===== src/tlfo_pkg.sv =====
// package of shared types, constants and widths for the tremolo triangle lfo
`default_nettype none
package tlfo_pkg;

	localparam int SAMPLE_WIDTH = 16;
	localparam int COUNT_WIDTH  = 17;

	localparam int DEPTH_W = 16;
	localparam int QP_W    = 16;
	localparam int INV_W   = 25;
	localparam int ADDR_W  = 4;
	localparam int DATA_W  = 32;

	// gain is Q2.15 in [-1, 1]
	localparam int G_W = 17;
	// modulation factor (1-d)*2^30 + d*g*2^30 stays within [-2^30, 2^30]
	localparam int M_W = 32;

	localparam int A_W = (COUNT_WIDTH > SAMPLE_WIDTH) ?
		((COUNT_WIDTH > G_W) ? COUNT_WIDTH : G_W) :
		((SAMPLE_WIDTH > G_W) ? SAMPLE_WIDTH : G_W);
	localparam int B_W = M_W + 1;
	localparam int P_W = A_W + B_W;

	localparam int CMP_W = ((COUNT_WIDTH > QP_W + 1) ? COUNT_WIDTH : QP_W + 1) + 1;

	localparam logic [DEPTH_W-1:0] DEPTH_ONE   = 16'd32768;
	localparam logic [DEPTH_W-1:0] DEPTH_RESET = 16'd16384;
	localparam logic [QP_W-1:0]    QP_RESET    = 16'd11025;
	localparam logic [INV_W-1:0]   INV_RESET   = 25'd1522;

	localparam logic signed [P_W-1:0] G_BIAS = P_W'(64'sd256);
	localparam logic signed [P_W-1:0] G_MAX  = P_W'(64'sd32768);
	localparam logic signed [P_W-1:0] G_MIN  = -G_MAX;
	localparam logic signed [P_W-1:0] Y_BIAS = P_W'(64'sd1 <<< 29);
	localparam logic signed [P_W-1:0] S_MAX  = P_W'((64'sd1 <<< (SAMPLE_WIDTH - 1)) - 64'sd1);
	localparam logic signed [P_W-1:0] S_MIN  = -S_MAX - P_W'(64'sd1);

	typedef enum logic [1:0] {
		REG_DEPTH = 2'd0,
		REG_QP    = 2'd1,
		REG_INV   = 2'd2
	} reg_idx_t;

	typedef enum logic [2:0] {
		ST_IDLE,
		ST_MUL_P,
		ST_MUL_G,
		ST_MUL_Y,
		ST_DONE
	} state_t;

	typedef enum logic [1:0] {
		SEL_P,
		SEL_G,
		SEL_Y
	} mul_sel_t;

	typedef struct packed {
		logic             load_x;
		logic             mul_en;
		mul_sel_t         mul_sel;
		logic             load_out;
	} dp_cmd_t;

	typedef struct packed {
		logic out_free;
	} dp_sts_t;

	typedef struct packed {
		logic [DEPTH_W-1:0] depth;
		logic [QP_W-1:0]    qp;
		logic [INV_W-1:0]   inv;
		logic               qp_wr;
		logic [QP_W-1:0]    qp_new;
	} cfg_t;

endpackage
`default_nettype wire


===== src/tlfo_regs.sv =====
// configuration registers behind the apb-style port
`default_nettype none
module tlfo_regs (
	input  wire logic                         clk,
	input  wire logic                         arst_n,
	input  wire logic                         psel,
	input  wire logic                         penable,
	input  wire logic                         pwrite,
	input  wire logic [tlfo_pkg::ADDR_W-1:0]  paddr,
	input  wire logic [tlfo_pkg::DATA_W-1:0]  pwdata,
	output logic      [tlfo_pkg::DATA_W-1:0]  prdata,
	output logic                              pready,
	output tlfo_pkg::cfg_t                    cfg
);

	logic [tlfo_pkg::DEPTH_W-1:0] depth_q;
	logic [tlfo_pkg::QP_W-1:0]    qp_q;
	logic [tlfo_pkg::INV_W-1:0]   inv_q;
	logic                         wr;
	tlfo_pkg::reg_idx_t           idx;
	logic [tlfo_pkg::DEPTH_W-1:0] depth_new;
	logic [tlfo_pkg::QP_W-1:0]    qp_new;

	assign pready = 1'b1;
	assign wr     = psel && penable && pwrite;
	assign idx    = tlfo_pkg::reg_idx_t'(paddr[3:2]);

	assign depth_new = (pwdata[15:0] > tlfo_pkg::DEPTH_ONE) ? tlfo_pkg::DEPTH_ONE
		: pwdata[15:0];
	assign qp_new = (pwdata[15:0] == '0) ? tlfo_pkg::QP_W'(1) : pwdata[15:0];

	always_ff @(posedge clk or negedge arst_n) begin
		if (!arst_n) begin
			depth_q <= tlfo_pkg::DEPTH_RESET;
			qp_q    <= tlfo_pkg::QP_RESET;
			inv_q   <= tlfo_pkg::INV_RESET;
		end else if (wr) begin
			case (idx)
				tlfo_pkg::REG_DEPTH: depth_q <= depth_new;
				tlfo_pkg::REG_QP:    qp_q    <= qp_new;
				tlfo_pkg::REG_INV:   inv_q   <= pwdata[24:0];
				default: ;
			endcase
		end
	end

	always_comb begin
		case (idx)
			tlfo_pkg::REG_DEPTH: prdata = tlfo_pkg::DATA_W'(depth_q);
			tlfo_pkg::REG_QP:    prdata = tlfo_pkg::DATA_W'(qp_q);
			tlfo_pkg::REG_INV:   prdata = tlfo_pkg::DATA_W'(inv_q);
			default:             prdata = '0;
		endcase
	end

	assign cfg.depth  = depth_q;
	assign cfg.qp     = qp_q;
	assign cfg.inv    = inv_q;
	assign cfg.qp_wr  = wr && (idx == tlfo_pkg::REG_QP);
	assign cfg.qp_new = qp_new;

endmodule
`default_nettype wire


===== src/tlfo_ctrl.sv =====
// sequencer that steps the shared multiplier through one item
`default_nettype none
module tlfo_ctrl (
	input  wire logic              clk,
	input  wire logic              arst_n,
	input  wire logic              in_valid,
	output logic                   in_ready,
	input  wire tlfo_pkg::dp_sts_t sts,
	output tlfo_pkg::dp_cmd_t      cmd
);

	tlfo_pkg::state_t state_q, state_nxt;

	always_ff @(posedge clk or negedge arst_n) begin
		if (!arst_n) begin
			state_q <= tlfo_pkg::ST_IDLE;
		end else begin
			state_q <= state_nxt;
		end
	end

	always_comb begin
		state_nxt    = state_q;
		in_ready     = 1'b0;
		cmd.load_x   = 1'b0;
		cmd.mul_en   = 1'b0;
		cmd.mul_sel  = tlfo_pkg::SEL_P;
		cmd.load_out = 1'b0;
		case (state_q)
			tlfo_pkg::ST_IDLE: begin
				in_ready = 1'b1;
				if (in_valid) begin
					cmd.load_x = 1'b1;
					state_nxt  = tlfo_pkg::ST_MUL_P;
				end
			end
			tlfo_pkg::ST_MUL_P: begin
				cmd.mul_en  = 1'b1;
				cmd.mul_sel = tlfo_pkg::SEL_P;
				state_nxt   = tlfo_pkg::ST_MUL_G;
			end
			tlfo_pkg::ST_MUL_G: begin
				cmd.mul_en  = 1'b1;
				cmd.mul_sel = tlfo_pkg::SEL_G;
				state_nxt   = tlfo_pkg::ST_MUL_Y;
			end
			tlfo_pkg::ST_MUL_Y: begin
				cmd.mul_en  = 1'b1;
				cmd.mul_sel = tlfo_pkg::SEL_Y;
				state_nxt   = tlfo_pkg::ST_DONE;
			end
			tlfo_pkg::ST_DONE: begin
				if (sts.out_free) begin
					cmd.load_out = 1'b1;
					in_ready     = 1'b1;
					if (in_valid) begin
						cmd.load_x = 1'b1;
						state_nxt  = tlfo_pkg::ST_MUL_P;
					end else begin
						state_nxt = tlfo_pkg::ST_IDLE;
					end
				end
			end
			default: state_nxt = tlfo_pkg::ST_IDLE;
		endcase
	end

endmodule
`default_nettype wire


===== src/tlfo_dp.sv =====
// datapath: lfo state, shared multiplier, rounding and output register
`default_nettype none
module tlfo_dp (
	input  wire logic                                  clk,
	input  wire logic                                  arst_n,
	input  wire tlfo_pkg::cfg_t                        cfg,
	input  wire tlfo_pkg::dp_cmd_t                     cmd,
	output tlfo_pkg::dp_sts_t                          sts,
	input  wire logic signed [tlfo_pkg::SAMPLE_WIDTH-1:0] sample_in,
	output logic                                       out_valid,
	input  wire logic                                  out_ready,
	output logic signed [tlfo_pkg::SAMPLE_WIDTH-1:0]   sample_out
);

	logic signed [tlfo_pkg::SAMPLE_WIDTH-1:0] x_q;
	logic signed [tlfo_pkg::COUNT_WIDTH-1:0]  count_q;
	logic                                     falling_q;
	logic signed [tlfo_pkg::P_W-1:0]          prod_q;
	logic                                     out_valid_q;
	logic signed [tlfo_pkg::SAMPLE_WIDTH-1:0] sample_out_q;

	logic signed [tlfo_pkg::A_W-1:0]   mul_a;
	logic signed [tlfo_pkg::B_W-1:0]   mul_b;
	logic signed [tlfo_pkg::P_W-1:0]   g_round;
	logic signed [tlfo_pkg::G_W-1:0]   g_sat;
	logic [tlfo_pkg::DEPTH_W:0]        one_minus_d;
	logic signed [tlfo_pkg::M_W-1:0]   m_val;
	logic signed [tlfo_pkg::P_W-1:0]   y_round;
	logic signed [tlfo_pkg::SAMPLE_WIDTH-1:0] y_sat;
	logic signed [tlfo_pkg::CMP_W-1:0] count_x;
	logic signed [tlfo_pkg::CMP_W-1:0] q_x;
	logic signed [tlfo_pkg::CMP_W-1:0] qn_x;
	logic signed [tlfo_pkg::CMP_W-1:0] clamp_x;
	logic                              falling_nxt;

	// gain from the count product, Q2.15
	always_comb begin
		g_round = (prod_q + tlfo_pkg::G_BIAS) >>> 9;
		if (g_round > tlfo_pkg::G_MAX) begin
			g_sat = tlfo_pkg::G_W'(tlfo_pkg::G_MAX);
		end else if (g_round < tlfo_pkg::G_MIN) begin
			g_sat = tlfo_pkg::G_W'(tlfo_pkg::G_MIN);
		end else begin
			g_sat = tlfo_pkg::G_W'(g_round);
		end
	end

	assign one_minus_d = {1'b0, tlfo_pkg::DEPTH_ONE} - {1'b0, cfg.depth};
	assign m_val = signed'({one_minus_d, 15'b0}) + tlfo_pkg::M_W'(prod_q);

	always_comb begin
		case (cmd.mul_sel)
			tlfo_pkg::SEL_P: begin
				mul_a = tlfo_pkg::A_W'(count_q);
				mul_b = tlfo_pkg::B_W'(signed'({1'b0, cfg.inv}));
			end
			tlfo_pkg::SEL_G: begin
				mul_a = tlfo_pkg::A_W'(g_sat);
				mul_b = tlfo_pkg::B_W'(signed'({1'b0, cfg.depth}));
			end
			tlfo_pkg::SEL_Y: begin
				mul_a = tlfo_pkg::A_W'(x_q);
				mul_b = tlfo_pkg::B_W'(m_val);
			end
			default: begin
				mul_a = '0;
				mul_b = '0;
			end
		endcase
	end

	// round half up and saturate the final product
	always_comb begin
		y_round = (prod_q + tlfo_pkg::Y_BIAS) >>> 30;
		if (y_round > tlfo_pkg::S_MAX) begin
			y_sat = tlfo_pkg::SAMPLE_WIDTH'(tlfo_pkg::S_MAX);
		end else if (y_round < tlfo_pkg::S_MIN) begin
			y_sat = tlfo_pkg::SAMPLE_WIDTH'(tlfo_pkg::S_MIN);
		end else begin
			y_sat = tlfo_pkg::SAMPLE_WIDTH'(y_round);
		end
	end

	// lfo direction and limit clamp
	always_comb begin
		count_x = tlfo_pkg::CMP_W'(count_q);
		q_x     = signed'(tlfo_pkg::CMP_W'(cfg.qp));
		qn_x    = signed'(tlfo_pkg::CMP_W'(cfg.qp_new));
		if (count_x >= q_x) begin
			falling_nxt = 1'b1;
		end else if (count_x <= -q_x) begin
			falling_nxt = 1'b0;
		end else begin
			falling_nxt = falling_q;
		end
		if (count_x > qn_x) begin
			clamp_x = qn_x;
		end else if (count_x < -qn_x) begin
			clamp_x = -qn_x;
		end else begin
			clamp_x = count_x;
		end
	end

	always_ff @(posedge clk or negedge arst_n) begin
		if (!arst_n) begin
			count_q     <= '0;
			falling_q   <= 1'b0;
			out_valid_q <= 1'b0;
		end else begin
			if (cfg.qp_wr) begin
				count_q <= tlfo_pkg::COUNT_WIDTH'(clamp_x);
			end else if (cmd.load_out) begin
				falling_q <= falling_nxt;
				count_q   <= falling_nxt ? count_q - tlfo_pkg::COUNT_WIDTH'(1)
					: count_q + tlfo_pkg::COUNT_WIDTH'(1);
			end
			if (cmd.load_out) begin
				out_valid_q <= 1'b1;
			end else if (out_ready) begin
				out_valid_q <= 1'b0;
			end
		end
	end

	always_ff @(posedge clk) begin
		if (cmd.load_x) begin
			x_q <= sample_in;
		end
		if (cmd.mul_en) begin
			prod_q <= tlfo_pkg::P_W'(mul_a) * tlfo_pkg::P_W'(mul_b);
		end
		if (cmd.load_out) begin
			sample_out_q <= y_sat;
		end
	end

	assign sts.out_free = !out_valid_q || out_ready;
	assign out_valid    = out_valid_q;
	assign sample_out   = sample_out_q;

endmodule
`default_nettype wire


===== src/tremolo_triangle_lfo.sv =====
// top level of the tremolo effect with a triangle lfo
//
// usage:
//   in channel: in_valid / in_ready carry one signed sample_in per item.
//   out channel: out_valid / out_ready carry one sample_out per input item.
//   config: apb-style port, depth at 0x0, quarter_period at 0x4,
//   inv_quarter_period at 0x8, pready always high, reads return the value.
// timing:
//   an accepted item passes three multiply steps on one shared multiplier
//   (lfo gain, depth scaling, sample scaling) and then enters the output
//   register once that is free. the next item is taken in that same
//   cycle, so the block takes no new item while the steps run.
// reset:
//   registers return to depth 0.5, quarter_period 11025, reciprocal 1522,
//   the lfo count clears and counts upward; no result is pending.
// stall:
//   a finished result waits in the output register; a further item still
//   runs through the multiplier and then holds until the output is taken.
`default_nettype none
module tremolo_triangle_lfo (
	input  wire logic                                  clk,
	input  wire logic                                  arst_n,
	input  wire logic                                  psel,
	input  wire logic                                  penable,
	input  wire logic                                  pwrite,
	input  wire logic [tlfo_pkg::ADDR_W-1:0]           paddr,
	input  wire logic [tlfo_pkg::DATA_W-1:0]           pwdata,
	output logic      [tlfo_pkg::DATA_W-1:0]           prdata,
	output logic                                       pready,
	input  wire logic                                  in_valid,
	output logic                                       in_ready,
	input  wire logic signed [tlfo_pkg::SAMPLE_WIDTH-1:0] sample_in,
	output logic                                       out_valid,
	input  wire logic                                  out_ready,
	output logic signed [tlfo_pkg::SAMPLE_WIDTH-1:0]   sample_out
);

	tlfo_pkg::cfg_t    cfg;
	tlfo_pkg::dp_cmd_t cmd;
	tlfo_pkg::dp_sts_t sts;

	tlfo_regs u_regs (
		.clk     (clk),
		.arst_n  (arst_n),
		.psel    (psel),
		.penable (penable),
		.pwrite  (pwrite),
		.paddr   (paddr),
		.pwdata  (pwdata),
		.prdata  (prdata),
		.pready  (pready),
		.cfg     (cfg)
	);

	tlfo_ctrl u_ctrl (
		.clk      (clk),
		.arst_n   (arst_n),
		.in_valid (in_valid),
		.in_ready (in_ready),
		.sts      (sts),
		.cmd      (cmd)
	);

	tlfo_dp u_dp (
		.clk        (clk),
		.arst_n     (arst_n),
		.cfg        (cfg),
		.cmd        (cmd),
		.sts        (sts),
		.sample_in  (sample_in),
		.out_valid  (out_valid),
		.out_ready  (out_ready),
		.sample_out (sample_out)
	);

`ifndef SYNTH
	a_busy_after_accept: assert property (@(posedge clk) disable iff (!arst_n)
		(in_valid && in_ready) |=> !in_ready ##1 !in_ready ##1 !in_ready)
		else $error("item accepted while multiply steps in progress");

	a_no_overwrite: assert property (@(posedge clk) disable iff (!arst_n)
		cmd.load_out |-> (!out_valid || out_ready))
		else $error("pending result overwritten");

	a_mul_not_on_accept: assert property (@(posedge clk) disable iff (!arst_n)
		cmd.mul_en |-> !in_ready)
		else $error("multiplier busy while input ready");
`endif

endmodule
`default_nettype wire


===== config.mk =====
export PLATFORM = sky130hd
export DESIGN_NAME = tremolo_triangle_lfo
export DESIGN_NICKNAME = d
export VERILOG_FILES = /design/src/tlfo_pkg.sv /design/src/tlfo_regs.sv /design/src/tlfo_ctrl.sv /design/src/tlfo_dp.sv /design/src/tremolo_triangle_lfo.sv
export SDC_FILE = /design/constraint.sdc
export NUM_CORES = 2
export LEC_CHECK = 0
export BUFFER_PORTS_ARGS = -buffer_cell sky130_fd_sc_hd__buf_2
export CORE_MARGIN = 10
export CORE_UTILIZATION = 66
export CTS_CLUSTER_SIZE = 20
export DETAILED_ROUTE_END_ITERATION = 16
export HOLD_SLACK_MARGIN = 0.02
export PLACE_DENSITY = 0.92
export SYNTH_ARGS = -nofsm -noshare
export SYNTH_HDL_FRONTEND = slang
export SYNTH_HIERARCHICAL = 1
export SYNTH_SLANG_ARGS = --single-unit
export TNS_END_PERCENT = 50

===== constraint.sdc =====
create_clock -name clk -period 10.3 [get_ports clk]
set_input_delay 2.06 -clock clk [delete_from_list [all_inputs] [get_ports clk]]
set_output_delay 2.06 -clock clk [all_outputs]
set_load 0.01 [all_outputs]

==> Word level (Yosys, flattened, before mapping) <==
Cells that the tools add are included.
{ "word_totals": {"register_bits": 161, "in_bits": 59, "output_inout_bits": 51, "wordCells": 85} }
{ "op_classes": {"addsub": 8, "multipliers": 1, "n_lt_le_gt_ge": 9, "n_eq_ne": 11, "mux": 28, "bitwise": 1, "reduce_logical": 17} }
{ "op_table": {"columns": ["operator", "count"], "rows": [
  ["17-bit 2-to-1 mux", 7],
  ["33-bit one-hot mux with 3 select lines", 1],
  ["25-bit one-hot mux with 3 select lines", 1],
  ["17-bit one-hot mux with 3 select lines", 1],
  ["50-bit by 10-bit adder with 50-bit output, second input constant", 1],
  ["50-bit by 31-bit adder with 50-bit output, second input constant", 1],
  ["17-bit by 33-bit multiplier with 50-bit output", 1],
  ["16-bit 2-to-1 mux", 3],
  ["41-bit by 17-bit > comparator with 1-bit output, second input constant", 1],
  ["41-bit by 16-bit less-than comparator with 1-bit output, second input constant", 1],
  ["16-bit negator with 18-bit output", 2],
  ["32-bit adder", 1],
  ["20-bit by 16-bit > comparator with 1-bit output, second input constant", 1],
  ["20-bit by 16-bit less-than comparator with 1-bit output, second input constant", 1],
  ["17-bit by 18-bit less-or-equal comparator with 1-bit output", 1],
  ["17-bit by 18-bit less-than comparator with 1-bit output", 1],
  ["17-bit by 2-bit adder with 17-bit output, second input constant", 1],
  ["17-bit greater-or-equal comparator", 1],
  ["17-bit > comparator", 1],
  ["16-bit by 16-bit subtractor with 17-bit output, first input constant", 1],
  ["17-bit by 2-bit subtractor with 17-bit output, second input constant", 1],
  ["16-bit > comparator, second input constant", 1],
  ["16-bit zero test", 1],
  ["3-bit one-hot mux with 5 select lines", 1],
  ["other kinds (19)", 42]
]} }

==> Logic depth before layout (Yosys ltp) <==
{ "depth": {"ltp_word": 7, "ltp_mapped": 37, "mapped_depth_nobuf": 35} }

==> By module <==
The synthesis kept the hierarchy.
{ "modules_own_cells": {"columns": ["module", "n_inst", "cells_per_inst", "area_each_um2"], "rows": [
  ["tlfo_dp", 1, 3235, 28531.1],
  ["tlfo_regs", 1, 264, 2979.1],
  ["tlfo_ctrl", 1, 18, 167.7]
]} }

==> Least setup slack after synthesis <==
No wires, ideal clock.
{ "synth_path": {"path_type": "reg2reg", "from": "reg u_regs/depth_q[4] (netlist bit)", "to": "reg u_dp/prod_q[48] (netlist bit) (data pin)", "t_arrival_ps": 9097, "t_required_ps": 10035, "slack_ps": 938, "stages_incl_launch_ff": 32, "n_path_buf": 1, "synth_period_minus_slack_ps": 9362, "cell_sequence": "dfrtp_1 or4_1 nor4_1 nor2_1 ha_1 and3_1 a21oi_1 o21ai_0 o311ai_0 a31oi_1 o21ai_0 clkbuf_1 or3b_2 fa_1 inv_1 fa_1 fa_1 fa_1 fa_1 inv_1 fa_1 inv_1 ha_1 a21oi_1 o21bai_1 a21oi_1 o21bai_1 a21o_1 a21o_1 a21oi_1 o21ai_0 or3_1"} }
{ "synth_via": {"elab_chain_cells": 4} }
{ "synth_rtl": {"columns": ["item", "line_no", "source"], "rows": [
  ["start, declared", "tlfo_regs.sv:16", "logic [tlfo_pkg::DEPTH_W-1:0] depth_q;"],
  ["start signal, assigned", "tlfo_regs.sv:34", "depth_q <= tlfo_pkg::DEPTH_RESET;"],
  ["start signal, assigned", "tlfo_regs.sv:39", "tlfo_pkg::REG_DEPTH: depth_q <= depth_new;"],
  ["16-bit by 16-bit subtractor with 17-bit output", "tlfo_dp.sv:48", "assign one_minus_d = {1'b0, tlfo_pkg::DEPTH_ONE} - {1'b0, cfg.depth};"],
  ["32-bit adder", "tlfo_dp.sv:49", "assign m_val = signed'({one_minus_d, 15'b0}) + tlfo_pkg::M_W'(prod_q);"],
  ["33-bit one-hot mux with 3 select lines *", "tlfo_dp.sv:52", "case (cmd.mul_sel)"],
  ["17-bit by 33-bit multiplier with 50-bit output *", "tlfo_dp.sv:131", "prod_q <= tlfo_pkg::P_W'(mul_a) * tlfo_pkg::P_W'(mul_b);"],
  ["end signal, assigned", "tlfo_dp.sv:131", null],
  ["end, declared", "tlfo_dp.sv:18", "logic signed [tlfo_pkg::P_W-1:0] prod_q;"]
]} }
Every way passes the cells marked *; elsewhere a longest branch is shown, timed or not.
A chain may end at the register's enable or synchronous reset.

==> Worst setup path after layout <==
{ "layout_path": {"from": "reg u_dp/prod_q[16] (netlist bit)", "to": "reg u_dp/prod_q[48] (netlist bit) (data pin)"} }
{ "layout_via": {"elab_chain_cells": 6, "word_cells_on_any_way": 9, "cone_classes": "add/sub (2); mul (1); order compare (2); mux (4)"} }
{ "layout_rtl": {"columns": ["item", "line_no", "source"], "rows": [
  ["50-bit by 10-bit adder with 50-bit output", "tlfo_dp.sv:38", "g_round = (prod_q + tlfo_pkg::G_BIAS) >>> 9;"],
  ["41-bit by 16-bit less-than comparator with 1-bit output", "tlfo_dp.sv:41", "end else if (g_round < tlfo_pkg::G_MIN) begin"],
  ["17-bit 2-to-1 mux", "tlfo_dp.sv:41", null],
  ["17-bit 2-to-1 mux", "tlfo_dp.sv:39", "if (g_round > tlfo_pkg::G_MAX) begin"],
  ["17-bit one-hot mux with 3 select lines", "tlfo_dp.sv:52", null],
  ["17-bit by 33-bit multiplier with 50-bit output *", "tlfo_dp.sv:131", null]
]} }
Marked as above.

==> impl_metrics.csv <==
group,metric,value,unit
grt,busiest_layer,"met2",
grt,use_met2,53.06,%
finish,drive_above_1_share,9.805,%
synthesis,synth.largest_area_cell,"fa_1",
finish,layout_common_cells,"inv_1, fa_1, nor2_1",
finish,syn2layout_area_growth,6.351,%
worst_setup_path,critPathKind,"flip-flop to flip-flop",
worst_setup_path,cp-end-kind,"flip-flop",
synthesis,netlist.area_leader.share,33.37,%
worst_setup_path,path_delay_family,"adder cells",
synthesis,synth_cell_type_count,86,
floorplan,die_y,239.1,um
drt,drt_iter0_drc,3347,
grt,grtUsageMet3,9.186,%
synthesis,syn_area,0.03168,mm2
synthesis,synth_edf_count,82,
clock_tree,clock-root-buffer,"clkbuf_16",
finish,layout.nets,4382,
clock_tree,cts_tree,"yes",
clock_tree,clock-sinks,161,
sta,finalHoldViolations,0,
floorplan,die_w,239.1,um
worst_setup_path,crit_path_max_fanout,13,
drt,vias_per_cell,6.415,
sta,finalSetupViolCount,0,
placed_design,hpwl,73.19,mm
worst_setup_path,slowest_delay,0.65,ns
placed_design,place_congestion,1.061,
grt,grtUsageTotal,33.69,%
worst_setup_path,critPathBufInv,9,
sta,min_period_over_period,97.72,%
sta,worstMarginPinSlew,1.106,ns
finish,antennaDiodeCount,0,
clock_tree,numCtsBuffers,17,
grt,overflow,0,
clock_tree,clk_latency,0.50,ns
placed_design,numPortBuffers,92,
drt,drc,0,
synthesis,synth_warnings,6,
synthesis,netlist_top_cells_area,"fa_1, ha_1, edfxtp_1",
synthesis,avgSynthCellArea,9.007,um2
floorplan,rows,80,
synthesis,synthCells,3517,
worst_setup_path,worstPathArrival,10.29,ns
sta,finalClockSkew,0.02908,ns
clock_tree,cts_hold_buffers,0,
floorplan,core_area,0.04765,mm2
finish,layout.cell_area.non_filler,0.03369,mm2
status,outcome,"finished, final reports clean",
synthesis,async_flop_share,49.07,%
worst_setup_path,crit_path_top_delay_cell,"edfxtp_1",
finish,fin_util,70.71,%
grt,grt_max_degree,80,
drt,wirelength,93.61,mm
drt,dr.pass1.iters,7,
grt,grt_first_pass_wirelength,149.1,mm
worst_setup_path,critPathLaunchType,"flip-flop",
grt,grt_pass1_vias,28350,
synthesis,yosys_register_bits,161,
min_path,hp-class,"flip-flop to flip-flop",
synthesis,ys.flop_type,"edfxtp_1",
floorplan,initial_core_util,66.49,%
floorplan,dieArea,0.05716,mm2
synthesis,seq_area_frac_synth,14.07,%
grt,grt_antenna_before_repair,0,
finish,nFillCells,3344,
clock_tree,htreeDepth,4,
drt,ant_nets,0,
clock_tree,clk_pin_slew,0.07,ns
clock_tree,cts_buffer_depth,2,
sta,period_minus_slack,10.07,ns
sta,slew_viol_final,0,
worst_setup_path,crit_required,10.52,ns
drt,num_vias,26980,
flow_run,cap_viol_max_count,0,
floorplan,io_pins,110,
sta,max-slew-margin-rel,25.28,%
placed_design,placed_area,0.03296,mm2
drt,routedWlPerCell,22.26,um
finish,layout.cells.most_common,"inv_1",
sta,timing.fmax,99.35,MHz
grt,grtUsageMet1,38.80,%
[routing by layer]
metal,wire length (um),part of all wire [%]
met3,11130,12
met5,0,0
met1,31500,34
met2,42390,45
met4,8585,9.2
[metrics by stage]
stage | TNS, ns | hold slack [ns] | setup WS (ns) | cells
6_report | 0 | 0.5413 | 0.2345 | 4205
2_1_floorplan | 0 | 0.4766 | 0.9377 | 3523
4_1_cts | 0 | 0.5433 | 0.1224 | 4195
3_3_place_gp | 0 | 0.5134 | 0.5078 | 4163
5_1_grt | -0.04457 | 0.5685 | -0.04457 | 4205
3_5_place_dp | 0 | 0.5242 | 0.2189 | 4163
[synthesized netlist by cell type, types with 22 or more instances]
library cell / n
a21o_1: 38
a21oi_1: 115
and2_1: 29
and3_1: 30
buf_1: 22
buf_2: 27
clkbuf_1: 95
dfrtp_1: 65
edfxtp_1: 82
fa_1: 528
ha_1: 218
inv_1: 618
mux2_2: 29
mux2i_1: 60
nand2_1: 296
nand2b_1: 32
nand3_1: 101
nand4_1: 34
nor2_1: 375
nor2b_1: 27
nor3_1: 43
o21a_1: 26
o21ai_0: 104
xnor2_1: 129
xor2_1: 49
[flip-flops by register name, indices dropped and copies added, names as in the netlist]
| name | count |
|---|---|
| u_ctrl/state_q | 3 |
| u_dp/count_q | 17 |
| u_dp/falling_q | 1 |
| u_dp/out_valid | 1 |
| u_dp/prod_q | 50 |
| u_dp/sample_out | 16 |
| u_dp/x_q | 16 |
| u_regs/depth_q | 16 |
| u_regs/inv_q | 25 |
| u_regs/qp_q | 16 |
[kinds of logic (layout without fill, tap and decap cells)]
logic type | Yosys count | count (layout) | share of synthesized area (%)
AND/OR/NAND/NOR | 1093 | 1093 | 16.26
buffers and inverters | 780 | 847 | 9.645
adder cells (fa/ha/maj) | 746 | 746 | 41.98
AO/OA/AOI/OAI | 448 | 448 | 9.227
XOR/XNOR | 178 | 178 | 4.921
flip-flops | 161 | 161 | 14.07
multiplexers | 109 | 109 | 3.875
other | 2 | 8 | 0.02371
[path summary, 6_finish.rpt]
check,slack (ns),endpoint,startpoint,cells past startpoint
setup / recovery,0.23,u_dp/prod_q[48]$_DFFE_PP_,u_dp/prod_q[16]$_DFFE_PP_,33
hold / removal,0.54,u_regs/qp_q[10]$_DFFE_PN0P_,u_regs/qp_q[10]$_DFFE_PN0P_,1
hold reg to reg,0.54,u_regs/qp_q[10]$_DFFE_PN0P_,u_regs/qp_q[10]$_DFFE_PN0P_,1
setup reg to reg,0.23,u_dp/prod_q[48]$_DFFE_PP_,u_dp/prod_q[16]$_DFFE_PP_,33
max in group asynchronous,7.87,u_regs/inv_q[18]$_DFFE_PN0P_,arst_n,1
min in group asynchronous,1.77,u_dp/count_q[1]$_DFFE_PN0P_,arst_n,1
[timing repair]
| item | in CTS | in global routing |
|---|---|---|
| setup buffers | 0 | 9 |
| gates resized for setup | 0 | 7 |
| setup endpoints to repair | 0 | 10 |
[area by class of cell]
cell class | instances | area [um2] | share of cell area (%)
Tap cell | 615 | 769.5 | 2.284
Timing Repair Buffer | 196 | 1266 | 3.758
Sequential cell | 161 | 4457 | 13.23
Clock buffer | 17 | 425.4 | 1.263
Multi-Input combinational cell | 2582 | 24240 | 71.95
Inverter | 619 | 2323 | 6.897
Clock inverter | 15 | 210.2 | 0.6239
Power is not shown: default switching activity piles up to over one toggle a cycle in this logic, so the estimate is an artifact.
